$ cat config.mk
export PLATFORM = sky130hd
export DESIGN_NAME = moving_average_adc_scaler_top
export DESIGN_NICKNAME = d
export VERILOG_FILES = /design/src/mavg_pkg.sv /design/src/mavg_ram.sv /design/src/mavg_ctrl.sv /design/src/mavg_dp.sv /design/src/moving_average_adc_scaler_top.sv
export SDC_FILE = /design/constraint.sdc
export NUM_CORES = 2
export LEC_CHECK = 0
export ABC_AREA = 1
export BUFFER_PORTS_ARGS = -buffer_cell sky130_fd_sc_hd__buf_2
export CORE_AREA = 4 4 259 261
export DETAILED_ROUTE_END_ITERATION = 8
export DIE_AREA = 0 0 263 265
export PLACE_DENSITY = 0.92
export SYNTH_ARGS = -nofsm -noshare
export SYNTH_HDL_FRONTEND = slang
export SYNTH_SLANG_ARGS = --single-unit
$ cat constraint.sdc
create_clock -name clk -period 12.4 [get_ports clk]
set_input_delay 1.24 -clock clk [delete_from_list [all_inputs] [get_ports clk]]
set_output_delay 1.24 -clock clk [all_outputs]
set_load 0.03 [all_outputs]
$ cat src/mavg_pkg.sv
// ----------------------------------------------------------------------------
// Moving average ADC scaler package
// Shared widths, register indexes, constants and controller types.
// ----------------------------------------------------------------------------
`timescale 1ns / 1ps

package mavg_pkg;

	localparam int SAMPLE_W   = 12;
	localparam int SUM_W      = 18;
	localparam int GAIN_W     = 20;
	localparam int SCALE_W    = 12;
	localparam int MV_W       = 16;
	localparam int MV_SH      = 16;
	localparam int RES_W      = 24;
	localparam int CNT_W      = 5;
	localparam int NUM_CH     = 3;
	localparam int CFG_IDX_W  = 2;
	localparam int CFG_DATA_W = 20;
	localparam int RECIP_SH   = 24;
	localparam int RECIP_W    = RECIP_SH + 1;

	localparam int CH_SUPPLY = 0;
	localparam int CH_CC     = 1;
	localparam int CH_CP     = 2;

	localparam logic [CFG_IDX_W-1:0] REG_SUPPLY_GAIN = 2'd0;
	localparam logic [CFG_IDX_W-1:0] REG_RES_SCALE   = 2'd1;

	localparam logic [GAIN_W-1:0]   GAIN_RESET  = 20'd517623;
	localparam logic [SCALE_W-1:0]  SCALE_RESET = 12'd1000;
	localparam logic [SAMPLE_W-1:0] ADC_FULL    = 12'hFFF;
	localparam logic [RES_W-1:0]    RES_MAX     = 24'hFFFFFF;

	typedef enum logic [2:0] {
		ST_IDLE,
		ST_UPDATE,
		ST_AVG_MUL,
		ST_AVG_FIX,
		ST_SCALE,
		ST_DIVIDE,
		ST_DONE
	} mavg_state_t;

	typedef struct packed {
		logic load;
		logic update;
		logic avg_mul;
		logic avg_fix;
		logic scale;
		logic div_step;
		logic out_load;
	} mavg_cmd_t;

	typedef struct packed {
		logic open;
		logic div_last;
	} mavg_sts_t;

endpackage

$ cat src/mavg_ram.sv
// ----------------------------------------------------------------------------
// Generic simple dual-port RAM
// One write port, one read port, read data registered.
// ----------------------------------------------------------------------------
`timescale 1ns / 1ps

module mavg_ram #(
	parameter int WIDTH = 36,
	parameter int DEPTH = 8
) (
	input  logic                                   clk,
	input  logic                                   wr_en,
	input  logic [((DEPTH > 1) ? $clog2(DEPTH) : 1)-1:0] wr_addr,
	input  logic [WIDTH-1:0]                       wr_data,
	input  logic                                   rd_en,
	input  logic [((DEPTH > 1) ? $clog2(DEPTH) : 1)-1:0] rd_addr,
	output logic [WIDTH-1:0]                       rd_data
);

	logic [WIDTH-1:0] mem_q [DEPTH];

	always_ff @(posedge clk) begin
		if (wr_en) begin
			mem_q[wr_addr] <= wr_data;
		end
		if (rd_en) begin
			rd_data <= mem_q[rd_addr];
		end
	end

endmodule

$ cat src/mavg_ctrl.sv
// ----------------------------------------------------------------------------
// Moving average ADC scaler controller
// Sequences one scan through update, average, scale, divide (skipped when CC reads open) and output load.
// ----------------------------------------------------------------------------
`timescale 1ns / 1ps

module mavg_ctrl (
	input  logic                clk,
	input  logic                arst_n,
	input  logic                in_valid,
	output logic                in_ready,
	output logic                out_valid,
	input  logic                out_ready,
	input  mavg_pkg::mavg_sts_t sts,
	output mavg_pkg::mavg_cmd_t cmd
);

	import mavg_pkg::*;

	mavg_state_t state_q;
	mavg_state_t state_d;
	logic        out_valid_q;
	logic        out_free;

	assign out_free  = !out_valid_q || out_ready;
	assign out_valid = out_valid_q;

	always_ff @(posedge clk or negedge arst_n) begin
		if (!arst_n) begin
			state_q     <= ST_IDLE;
			out_valid_q <= 1'b0;
		end else begin
			state_q <= state_d;
			if (cmd.out_load) begin
				out_valid_q <= 1'b1;
			end else if (out_ready) begin
				out_valid_q <= 1'b0;
			end
		end
	end

	always_comb begin
		state_d  = state_q;
		cmd      = '0;
		in_ready = 1'b0;
		case (state_q)
			ST_IDLE: begin
				in_ready = 1'b1;
				if (in_valid) begin
					cmd.load = 1'b1;
					state_d  = ST_UPDATE;
				end
			end
			ST_UPDATE: begin
				cmd.update = 1'b1;
				state_d    = ST_AVG_MUL;
			end
			ST_AVG_MUL: begin
				cmd.avg_mul = 1'b1;
				state_d     = ST_AVG_FIX;
			end
			ST_AVG_FIX: begin
				cmd.avg_fix = 1'b1;
				state_d     = ST_SCALE;
			end
			ST_SCALE: begin
				cmd.scale = 1'b1;
				// skip the divider when the CC line reads open
				state_d = sts.open ? ST_DONE : ST_DIVIDE;
			end
			ST_DIVIDE: begin
				cmd.div_step = 1'b1;
				if (sts.div_last) begin
					state_d = ST_DONE;
				end
			end
			ST_DONE: begin
				// hold until the output register is free
				if (out_free) begin
					cmd.out_load = 1'b1;
					state_d      = ST_IDLE;
				end
			end
			default: begin
				state_d = ST_IDLE;
			end
		endcase
	end

endmodule

$ cat src/mavg_dp.sv
// ----------------------------------------------------------------------------
// Moving average ADC scaler datapath
// Sample rings, running sums, reciprocal averaging, gain, serial divider.
// ----------------------------------------------------------------------------
`timescale 1ns / 1ps

module mavg_dp #(
	parameter int FILTER_DEPTH = 8
) (
	input  logic                                clk,
	input  logic                                arst_n,
	input  mavg_pkg::mavg_cmd_t                 cmd,
	output mavg_pkg::mavg_sts_t                 sts,
	input  logic                                cfg_we,
	input  logic [mavg_pkg::CFG_IDX_W-1:0]      cfg_index,
	input  logic [mavg_pkg::CFG_DATA_W-1:0]     cfg_data,
	input  logic [mavg_pkg::SAMPLE_W-1:0]       raw_supply,
	input  logic [mavg_pkg::SAMPLE_W-1:0]       raw_cc_detect,
	input  logic [mavg_pkg::SAMPLE_W-1:0]       raw_cp_detect,
	output logic [mavg_pkg::MV_W-1:0]           supply_millivolts,
	output logic [mavg_pkg::SAMPLE_W-1:0]       cc_average,
	output logic [mavg_pkg::RES_W-1:0]          cc_resistance,
	output logic                                cc_open,
	output logic [mavg_pkg::SAMPLE_W-1:0]       cp_average
);

	import mavg_pkg::*;

	localparam int AW     = (FILTER_DEPTH > 1) ? $clog2(FILTER_DEPTH) : 1;
	localparam int DW     = $clog2(FILTER_DEPTH + 1);
	localparam int RAM_W  = NUM_CH * SAMPLE_W;
	localparam int PROD_W = SUM_W + RECIP_W;
	localparam int QD_W   = SUM_W + DW;
	localparam logic [RECIP_W-1:0] RECIP   = RECIP_W'((64'd1 << RECIP_SH) / FILTER_DEPTH);
	localparam logic [DW-1:0]      DEPTH_C = DW'(FILTER_DEPTH);
	localparam logic [AW-1:0]      POS_LAST = AW'(FILTER_DEPTH - 1);

	logic [SAMPLE_W-1:0]     sample_q [NUM_CH];
	logic [SUM_W-1:0]        sum_q    [NUM_CH];
	logic [PROD_W-1:0]       prod_s1  [NUM_CH];
	logic [SAMPLE_W-1:0]     avg_q    [NUM_CH];
	logic [SAMPLE_W-1:0]     old_smp  [NUM_CH];
	logic [SUM_W-1:0]        quo_est  [NUM_CH];
	logic [QD_W-1:0]         quo_dep  [NUM_CH];
	logic [QD_W-1:0]         quo_rem  [NUM_CH];
	logic [SUM_W-1:0]        avg_full [NUM_CH];
	logic [SAMPLE_W-1:0]     avg_sat  [NUM_CH];

	logic [AW-1:0]           pos_q;
	logic [FILTER_DEPTH-1:0] valid_q;
	logic                    valid_rd_q;
	logic [RAM_W-1:0]        wr_data;
	logic [RAM_W-1:0]        rd_data;

	logic [GAIN_W-1:0]       gain_q;
	logic [SCALE_W-1:0]      scale_q;
	logic [SAMPLE_W+GAIN_W-1:0] mv_prod;
	logic [RES_W-1:0]        num;
	logic [MV_W-1:0]         mv_q;

	logic [RES_W-1:0]        quo_q;
	logic [SAMPLE_W-1:0]     rem_q;
	logic [SAMPLE_W-1:0]     dvs_q;
	logic [CNT_W-1:0]        cnt_q;
	logic [SAMPLE_W:0]       trial;
	logic [SAMPLE_W:0]       trial_diff;
	logic                    trial_ge;
	logic                    open_now;

	mavg_ram #(
		.WIDTH(RAM_W),
		.DEPTH(FILTER_DEPTH)
	) u_ring (
		.clk    (clk),
		.wr_en  (cmd.update),
		.wr_addr(pos_q),
		.wr_data(wr_data),
		.rd_en  (cmd.load),
		.rd_addr(pos_q),
		.rd_data(rd_data)
	);

	assign wr_data = {sample_q[CH_CP], sample_q[CH_CC], sample_q[CH_SUPPLY]};

	always_comb begin
		for (int i = 0; i < NUM_CH; i++) begin
			// a slot never written reads as zero, through its cleared valid flag
			old_smp[i]  = valid_rd_q ? rd_data[i*SAMPLE_W +: SAMPLE_W] : '0;
			quo_est[i]  = prod_s1[i][RECIP_SH +: SUM_W];
			quo_dep[i]  = QD_W'(quo_est[i]) * QD_W'(DEPTH_C);
			quo_rem[i]  = QD_W'(sum_q[i]) - quo_dep[i];
			// estimate is at most one low: bump it when the remainder reaches depth
			avg_full[i] = quo_est[i] + SUM_W'(quo_rem[i] >= QD_W'(DEPTH_C));
			avg_sat[i]  = (avg_full[i] > SUM_W'(ADC_FULL)) ? ADC_FULL
				: avg_full[i][SAMPLE_W-1:0];
		end
	end

	assign mv_prod    = (SAMPLE_W + GAIN_W)'(avg_q[CH_SUPPLY]) * (SAMPLE_W + GAIN_W)'(gain_q);
	assign num        = RES_W'(avg_q[CH_CC]) * RES_W'(scale_q);
	assign open_now   = (avg_q[CH_CC] == ADC_FULL);
	assign trial      = {rem_q, quo_q[RES_W-1]};
	assign trial_ge   = (trial >= {1'b0, dvs_q});
	assign trial_diff = trial - {1'b0, dvs_q};

	assign sts.open     = open_now;
	assign sts.div_last = (cnt_q == CNT_W'(RES_W - 1));

	always_ff @(posedge clk or negedge arst_n) begin
		if (!arst_n) begin
			pos_q      <= '0;
			valid_q    <= '0;
			valid_rd_q <= 1'b0;
			gain_q     <= GAIN_RESET;
			scale_q    <= SCALE_RESET;
			cnt_q      <= '0;
			for (int i = 0; i < NUM_CH; i++) begin
				sum_q[i] <= '0;
			end
		end else begin
			if (cfg_we) begin
				case (cfg_index)
					REG_SUPPLY_GAIN: gain_q <= cfg_data[GAIN_W-1:0];
					REG_RES_SCALE:   scale_q <= cfg_data[SCALE_W-1:0];
					default: begin
						// drop writes to unmapped indexes
					end
				endcase
			end
			if (cmd.load) begin
				valid_rd_q <= valid_q[pos_q];
			end
			if (cmd.update) begin
				valid_q[pos_q] <= 1'b1;
				pos_q <= (pos_q == POS_LAST) ? '0 : pos_q + AW'(1);
				for (int i = 0; i < NUM_CH; i++) begin
					sum_q[i] <= sum_q[i] - SUM_W'(old_smp[i]) + SUM_W'(sample_q[i]);
				end
			end
			if (cmd.scale) begin
				cnt_q <= '0;
			end else if (cmd.div_step) begin
				cnt_q <= cnt_q + CNT_W'(1);
			end
		end
	end

	always_ff @(posedge clk) begin
		if (cmd.load) begin
			sample_q[CH_SUPPLY] <= raw_supply;
			sample_q[CH_CC]     <= raw_cc_detect;
			sample_q[CH_CP]     <= raw_cp_detect;
		end
		if (cmd.avg_mul) begin
			for (int i = 0; i < NUM_CH; i++) begin
				prod_s1[i] <= PROD_W'(sum_q[i]) * PROD_W'(RECIP);
			end
		end
		if (cmd.avg_fix) begin
			for (int i = 0; i < NUM_CH; i++) begin
				avg_q[i] <= avg_sat[i];
			end
		end
		if (cmd.scale) begin
			mv_q  <= mv_prod[MV_SH +: MV_W];
			quo_q <= num;
			rem_q <= '0;
			dvs_q <= ADC_FULL - avg_q[CH_CC];
		end else if (cmd.div_step) begin
			// restoring step: one quotient bit per cycle
			rem_q <= trial_ge ? trial_diff[SAMPLE_W-1:0] : trial[SAMPLE_W-1:0];
			quo_q <= {quo_q[RES_W-2:0], trial_ge};
		end
		if (cmd.out_load) begin
			supply_millivolts <= mv_q;
			cc_average        <= avg_q[CH_CC];
			cc_resistance     <= open_now ? RES_MAX : quo_q;
			cc_open           <= open_now;
			cp_average        <= avg_q[CH_CP];
		end
	end

endmodule

$ cat src/moving_average_adc_scaler_top.sv
// A scan steps through load, update, average multiply, average fix, scale, the
// 24-step restoring divider for the CC resistance and output load; the divider
// is skipped when CC reads open. A new scan is taken only once the last one is done.
// The output register lets the next scan be taken while a result waits.
// Reset (arst_n low) clears sums, write position and valid flags, not the ring
// RAM, and restores gain 517623 and scale 1000; no clearing pass is needed.
// ----------------------------------------------------------------------------
// Moving average ADC scaler top level
// Boxcar average of three ADC channels with supply gain and CC resistance.
// ----------------------------------------------------------------------------
`timescale 1ns / 1ps

module moving_average_adc_scaler_top #(
	parameter int FILTER_DEPTH = 8
) (
	input  logic                                clk,
	input  logic                                arst_n,
	input  logic                                cfg_valid,
	output logic                                cfg_ready,
	input  logic [mavg_pkg::CFG_IDX_W-1:0]      cfg_index,
	input  logic [mavg_pkg::CFG_DATA_W-1:0]     cfg_data,
	input  logic                                in_valid,
	output logic                                in_ready,
	input  logic [mavg_pkg::SAMPLE_W-1:0]       raw_supply,
	input  logic [mavg_pkg::SAMPLE_W-1:0]       raw_cc_detect,
	input  logic [mavg_pkg::SAMPLE_W-1:0]       raw_cp_detect,
	output logic                                out_valid,
	input  logic                                out_ready,
	output logic [mavg_pkg::MV_W-1:0]           supply_millivolts,
	output logic [mavg_pkg::SAMPLE_W-1:0]       cc_average,
	output logic [mavg_pkg::RES_W-1:0]          cc_resistance,
	output logic                                cc_open,
	output logic [mavg_pkg::SAMPLE_W-1:0]       cp_average
);

	import mavg_pkg::*;

	mavg_cmd_t cmd;
	mavg_sts_t sts;
	logic      cfg_we;

	assign cfg_ready = 1'b1;
	assign cfg_we    = cfg_valid && cfg_ready;

	mavg_ctrl u_ctrl (
		.clk      (clk),
		.arst_n   (arst_n),
		.in_valid (in_valid),
		.in_ready (in_ready),
		.out_valid(out_valid),
		.out_ready(out_ready),
		.sts      (sts),
		.cmd      (cmd)
	);

	mavg_dp #(
		.FILTER_DEPTH(FILTER_DEPTH)
	) u_dp (
		.clk              (clk),
		.arst_n           (arst_n),
		.cmd              (cmd),
		.sts              (sts),
		.cfg_we           (cfg_we),
		.cfg_index        (cfg_index),
		.cfg_data         (cfg_data),
		.raw_supply       (raw_supply),
		.raw_cc_detect    (raw_cc_detect),
		.raw_cp_detect    (raw_cp_detect),
		.supply_millivolts(supply_millivolts),
		.cc_average       (cc_average),
		.cc_resistance    (cc_resistance),
		.cc_open          (cc_open),
		.cp_average       (cp_average)
	);

endmodule

==> results.md <==
* Outcome: finished clean
* Maximum fanout along the worst path at 20
* Transition time of the tightest slew-check pin at 1.27 ns
* Total of cells resized after clock tree synthesis at 0
* Via count of the first global-routing pass at 34,800
* Initial antenna violation count at 0
* Number of iterations in the first detailed-routing pass at 8
* Worst setup skew after layout at 0.0270 ns
* Warning count from the yosys run at 0
* Most area-consuming cells after synthesis: sky130_fd_sc_hd__edfxtp_1 38%, sky130_fd_sc_hd__fa_1 14%, sky130_fd_sc_hd__nand2_1 9.2%
* Number of slew-limit violations in the final report at 0
* Final estimated routing congestion in global placement at 0.917
* Worst setup slack for register-to-register paths at 6.80 ns
* Clock insertion delay at the later pin of the skew report at 0.63 ns
* Via count at 33,500
* CTS tree: built
* Global-route wire length before repair at 177,000 um
* Largest net degree at the start of global routing at 78
* Number of buffers created by CTS at 69
* Die ar. at 69,700 um2
* Total placed cells including tap cells at 5,482
* Worst relative slew slack at 14.9%
* Number of failing hold endpoints at the final stage at 0
* Routed length per instance at 19.4 um
* # H-tree levels at 3
* Leading area contributor after synthesis: sky130_fd_sc_hd__edfxtp_1
* R2r startpoint: u_dp.avg_q[0][8]
* Filler cell count at 3,971
* Area overhead of the layout relative to synthesis at 8.32%
* Number of clock sinks seen by CTS at 677
* Worst setup path class: flop to flop
* Hold path cells at 0
* Total of max-cap violations at 0
* Post-route DRC at 0
* Worst Reg2Reg Path Length in Cells at 18
* Crit Reg-Reg Endpoint: u_dp.mv_q[10]
* Number of buffers inserted by port buffering at 129
* Startpoint of the most critical hold path: u_dp.mv_q[14]
* Synth async-reset ratio at 15.8%
* Number of distinct library cell variants in the gate-level netlist after synthesis at 55
* Count of hold buffers inserted by post-cts repair at 0
* Core ar. at 64,500 um2
* DRT iter0 DRCs at 3,672
* Combined area of all synthesized cells at 44,400 um2
* Post-Route WL at 109,000 um
* Kind of launch point of the worst setup path: flop
* Die span in y at 265 um
* Sequential element share of the synthesized area at 44.3%
* Starting utilization of the core area at 68.9%
* Die span in x at 263 um
* Total I/O pin count at 131
* Vias per Instance at 5.97
* Finished Layout Cells at 5,605
* RSZ-0062 raised after global routing: false
* Max frequency at 0.179 GHz
* Clock Pin Slew Worst Setup and Hold Paths at 0.06 ns
* Required time reported for the critical path endpoint at 12.77 ns
* Endpoint of the worst hold path: u_dp.supply_millivolts[14]
* Overflow left after global routing at 0
* Post-synth EDFFs at 558
* Setup TNS Final at 0 ns
* Post-CTS repair timing setup buffer count at 0
* Post-synthesis net count at 5,240
* Data arrival time of the critical path at 5.97 ns
* Area share of the largest cell type after synthesis at 37.7%
* Worst hold path class: flop to flop
* Final net count at 5,328
* Cell count after synthesis at 4,610
* CTS max path bufs at 3
* Final period utilization at 45.2%
* Most common flop cell mapped by yosys: sky130_fd_sc_hd__edfxtp_1
* Placement Rows at 93
* Share of layout cells above drive strength 1 at 7.77%
* Final period demand of the worst path at 5.60 ns
* Final number of setup-violating endpoints at 0
* Antenna viol nets, final at 0
* Endpoint class of the critical path: flop
* Syn_area_per_cell at 9.64 um2
* Clk Tree Root Cell: sky130_fd_sc_hd__clkbuf_16
* All-layer global routing usage at 31.4%
* HPWL after detailed placement at 72,700 um
* Number of synthesized register bits at 677
-- layer usage --
layer  GRT usage (%)  share of wire [%]  up-vias
li1                -                  -    15000
met1            39.8                 36    15900
met2            53.2                 49     2078
met3            6.02                 10      437
met4            13.9                4.4        0
met5               0                  0        -
-- cells by family after synthesis --
family | share of synthesized area (%)
fa+ha+maj | 21.4
xor+xnor | 1.99
buf+inv | 9.23
other cells | 0.00844
flops | 44.3
mux | 0.203
simple gates | 15.5
compound gates | 7.35
-- critical path, cell delays in order, from the launching register on --
cell,delay (ns)
sky130_fd_sc_hd__edfxtp_1,0.92
sky130_fd_sc_hd__nand2_1,0.21
sky130_fd_sc_hd__inv_1,0.14
sky130_fd_sc_hd__fa_1,0.41
sky130_fd_sc_hd__inv_1,0.11
sky130_fd_sc_hd__fa_1,0.46
sky130_fd_sc_hd__fa_1,0.52
sky130_fd_sc_hd__fa_1,0.55
sky130_fd_sc_hd__fa_1,0.59
sky130_fd_sc_hd__inv_1,0.06
sky130_fd_sc_hd__ha_1,0.37
sky130_fd_sc_hd__a21oi_1,0.20
sky130_fd_sc_hd__o21ai_0,0.14
sky130_fd_sc_hd__a21oi_1,0.18
sky130_fd_sc_hd__nor3_1,0.08
sky130_fd_sc_hd__nor3_1,0.20
sky130_fd_sc_hd__nand2_1,0.09
sky130_fd_sc_hd__nand2_1,0.07
sky130_fd_sc_hd__nand2_1,0.07
-- sequential cells by signal, indices dropped and copies added, names as in the netlist, 16 cells and up --
signal	flops
u_dp.gain_q	20
u_dp.supply_millivolts	16
u_dp.mv_q	16
u_dp.avg_q	36
u_dp.sample_q	36
u_dp.sum_q	54
u_dp.quo_q	24
u_dp.u_ring.rd_data	36
u_dp.prod_s1	45
u_dp.cc_resistance	24
u_dp.u_ring.mem_q	288
-- how the worst max path moves through the flow --
stage | end | startpoint | depth (start not counted)
final | u_dp.mv_q[10] | u_dp.avg_q[0][8] | 18
after global routing | u_dp.mv_q[10] | u_dp.avg_q[0][3] | 18
after CTS | u_dp.quo_q[20] | u_dp.avg_q[1][3] | 17
after detailed placement | u_dp.mv_q[15] | u_dp.avg_q[0][11] | 18
after global placement | u_dp.quo_q[23] | u_dp.avg_q[1][3] | 22
after floorplan | u_dp.quo_q[23] | u_dp.scale_q[9] | 23
-- layout by cell type (no fill, tap or decap), types with 7 or more instances in the layout --
master / Yosys / routed
sky130_fd_sc_hd__bufinv_16: 0 / 7
sky130_fd_sc_hd__inv_1: 933 / 932
sky130_fd_sc_hd__a21oi_1: 165 / 165
sky130_fd_sc_hd__clkbuf_1: 101 / 9
sky130_fd_sc_hd__nand3b_1: 12 / 12
sky130_fd_sc_hd__nor3_1: 34 / 29
sky130_fd_sc_hd__o21bai_1: 19 / 19
sky130_fd_sc_hd__dfrtp_1: 86 / 86
sky130_fd_sc_hd__buf_4: 3 / 22
sky130_fd_sc_hd__inv_2: 8 / 9
sky130_fd_sc_hd__buf_2: 20 / 128
sky130_fd_sc_hd__xor2_1: 66 / 66
sky130_fd_sc_hd__nand3_1: 169 / 169
sky130_fd_sc_hd__clkinv_1: 1 / 10
sky130_fd_sc_hd__o211ai_1: 10 / 10
sky130_fd_sc_hd__nor3_2: 3 / 8
sky130_fd_sc_hd__edfxtp_1: 558 / 558
sky130_fd_sc_hd__o21ai_0: 171 / 171
sky130_fd_sc_hd__clkinv_2: 0 / 11
sky130_fd_sc_hd__nand4_1: 77 / 77
sky130_fd_sc_hd__nor2_1: 193 / 180
sky130_fd_sc_hd__dfxtp_1: 12 / 12
sky130_fd_sc_hd__nor4_1: 16 / 16
sky130_fd_sc_hd__a21boi_0: 12 / 12
sky130_fd_sc_hd__clkbuf_16: 0 / 69
sky130_fd_sc_hd__a221oi_1: 35 / 35
sky130_fd_sc_hd__a22o_1: 24 / 24
sky130_fd_sc_hd__xnor2_1: 35 / 35
sky130_fd_sc_hd__or2_2: 38 / 38
sky130_fd_sc_hd__a22oi_1: 42 / 42
sky130_fd_sc_hd__nor2_4: 0 / 12
sky130_fd_sc_hd__mux2_2: 8 / 8
sky130_fd_sc_hd__fa_1: 319 / 319
sky130_fd_sc_hd__a31oi_1: 9 / 9
sky130_fd_sc_hd__a21o_1: 18 / 18
sky130_fd_sc_hd__ha_1: 248 / 248
sky130_fd_sc_hd__nand2_1: 1090 / 1090
sky130_fd_sc_hd__o21ai_1: 7 / 7
sky130_fd_sc_hd__dfstp_2: 21 / 21
-- synthesized netlist by cell type, types with 16 or more instances --
library cell and count:
sky130_fd_sc_hd__a21o_1 18, sky130_fd_sc_hd__a21oi_1 165, sky130_fd_sc_hd__a221oi_1 35, sky130_fd_sc_hd__a22o_1 24, sky130_fd_sc_hd__a22oi_1 42, sky130_fd_sc_hd__buf_2 20
sky130_fd_sc_hd__clkbuf_1 101, sky130_fd_sc_hd__dfrtp_1 86, sky130_fd_sc_hd__dfstp_2 21, sky130_fd_sc_hd__edfxtp_1 558, sky130_fd_sc_hd__fa_1 319, sky130_fd_sc_hd__ha_1 248
sky130_fd_sc_hd__inv_1 933, sky130_fd_sc_hd__nand2_1 1090, sky130_fd_sc_hd__nand3_1 169, sky130_fd_sc_hd__nand4_1 77, sky130_fd_sc_hd__nor2_1 193, sky130_fd_sc_hd__nor3_1 34
sky130_fd_sc_hd__nor4_1 16, sky130_fd_sc_hd__o21ai_0 171, sky130_fd_sc_hd__o21bai_1 19, sky130_fd_sc_hd__or2_2 38, sky130_fd_sc_hd__xnor2_1 35, sky130_fd_sc_hd__xor2_1 66
-- per-stage QoR --
| step | setup slack (ns) | hold WS (ns) | utilization [%] | area, um2 |
|---|---|---|---|---|
| 5_1_grt | 6.48 | 0.424 | 74.6 | 48100 |
| 3_3_place_gp | 7.01 | 0.401 | 71.1 | 45900 |
| 2_1_floorplan | 7.25 | 0.400 | - | 44400 |
| 6_report | 6.80 | 0.420 | 74.7 | 48100 |
| 4_1_cts | 6.90 | 0.421 | 74.6 | 48100 |
| 3_5_place_dp | 6.92 | 0.407 | 71.1 | 45900 |
-- layout make-up --
class                   instances  area, um2  area share [%]
flip-flops and latches        677      19700            40.9
well taps                     855       1070            2.22
clock buffers                  81       1800            3.74
multi-input cells            2858      20700            43.1
clock inverters                41        464           0.965
inverters                     942       3540            7.35
repair buffers                150        806            1.67
diodes                          1       2.50         0.00520
Power is not shown: default switching activity piles up to over one toggle a cycle in this logic, so the estimate is an artifact.
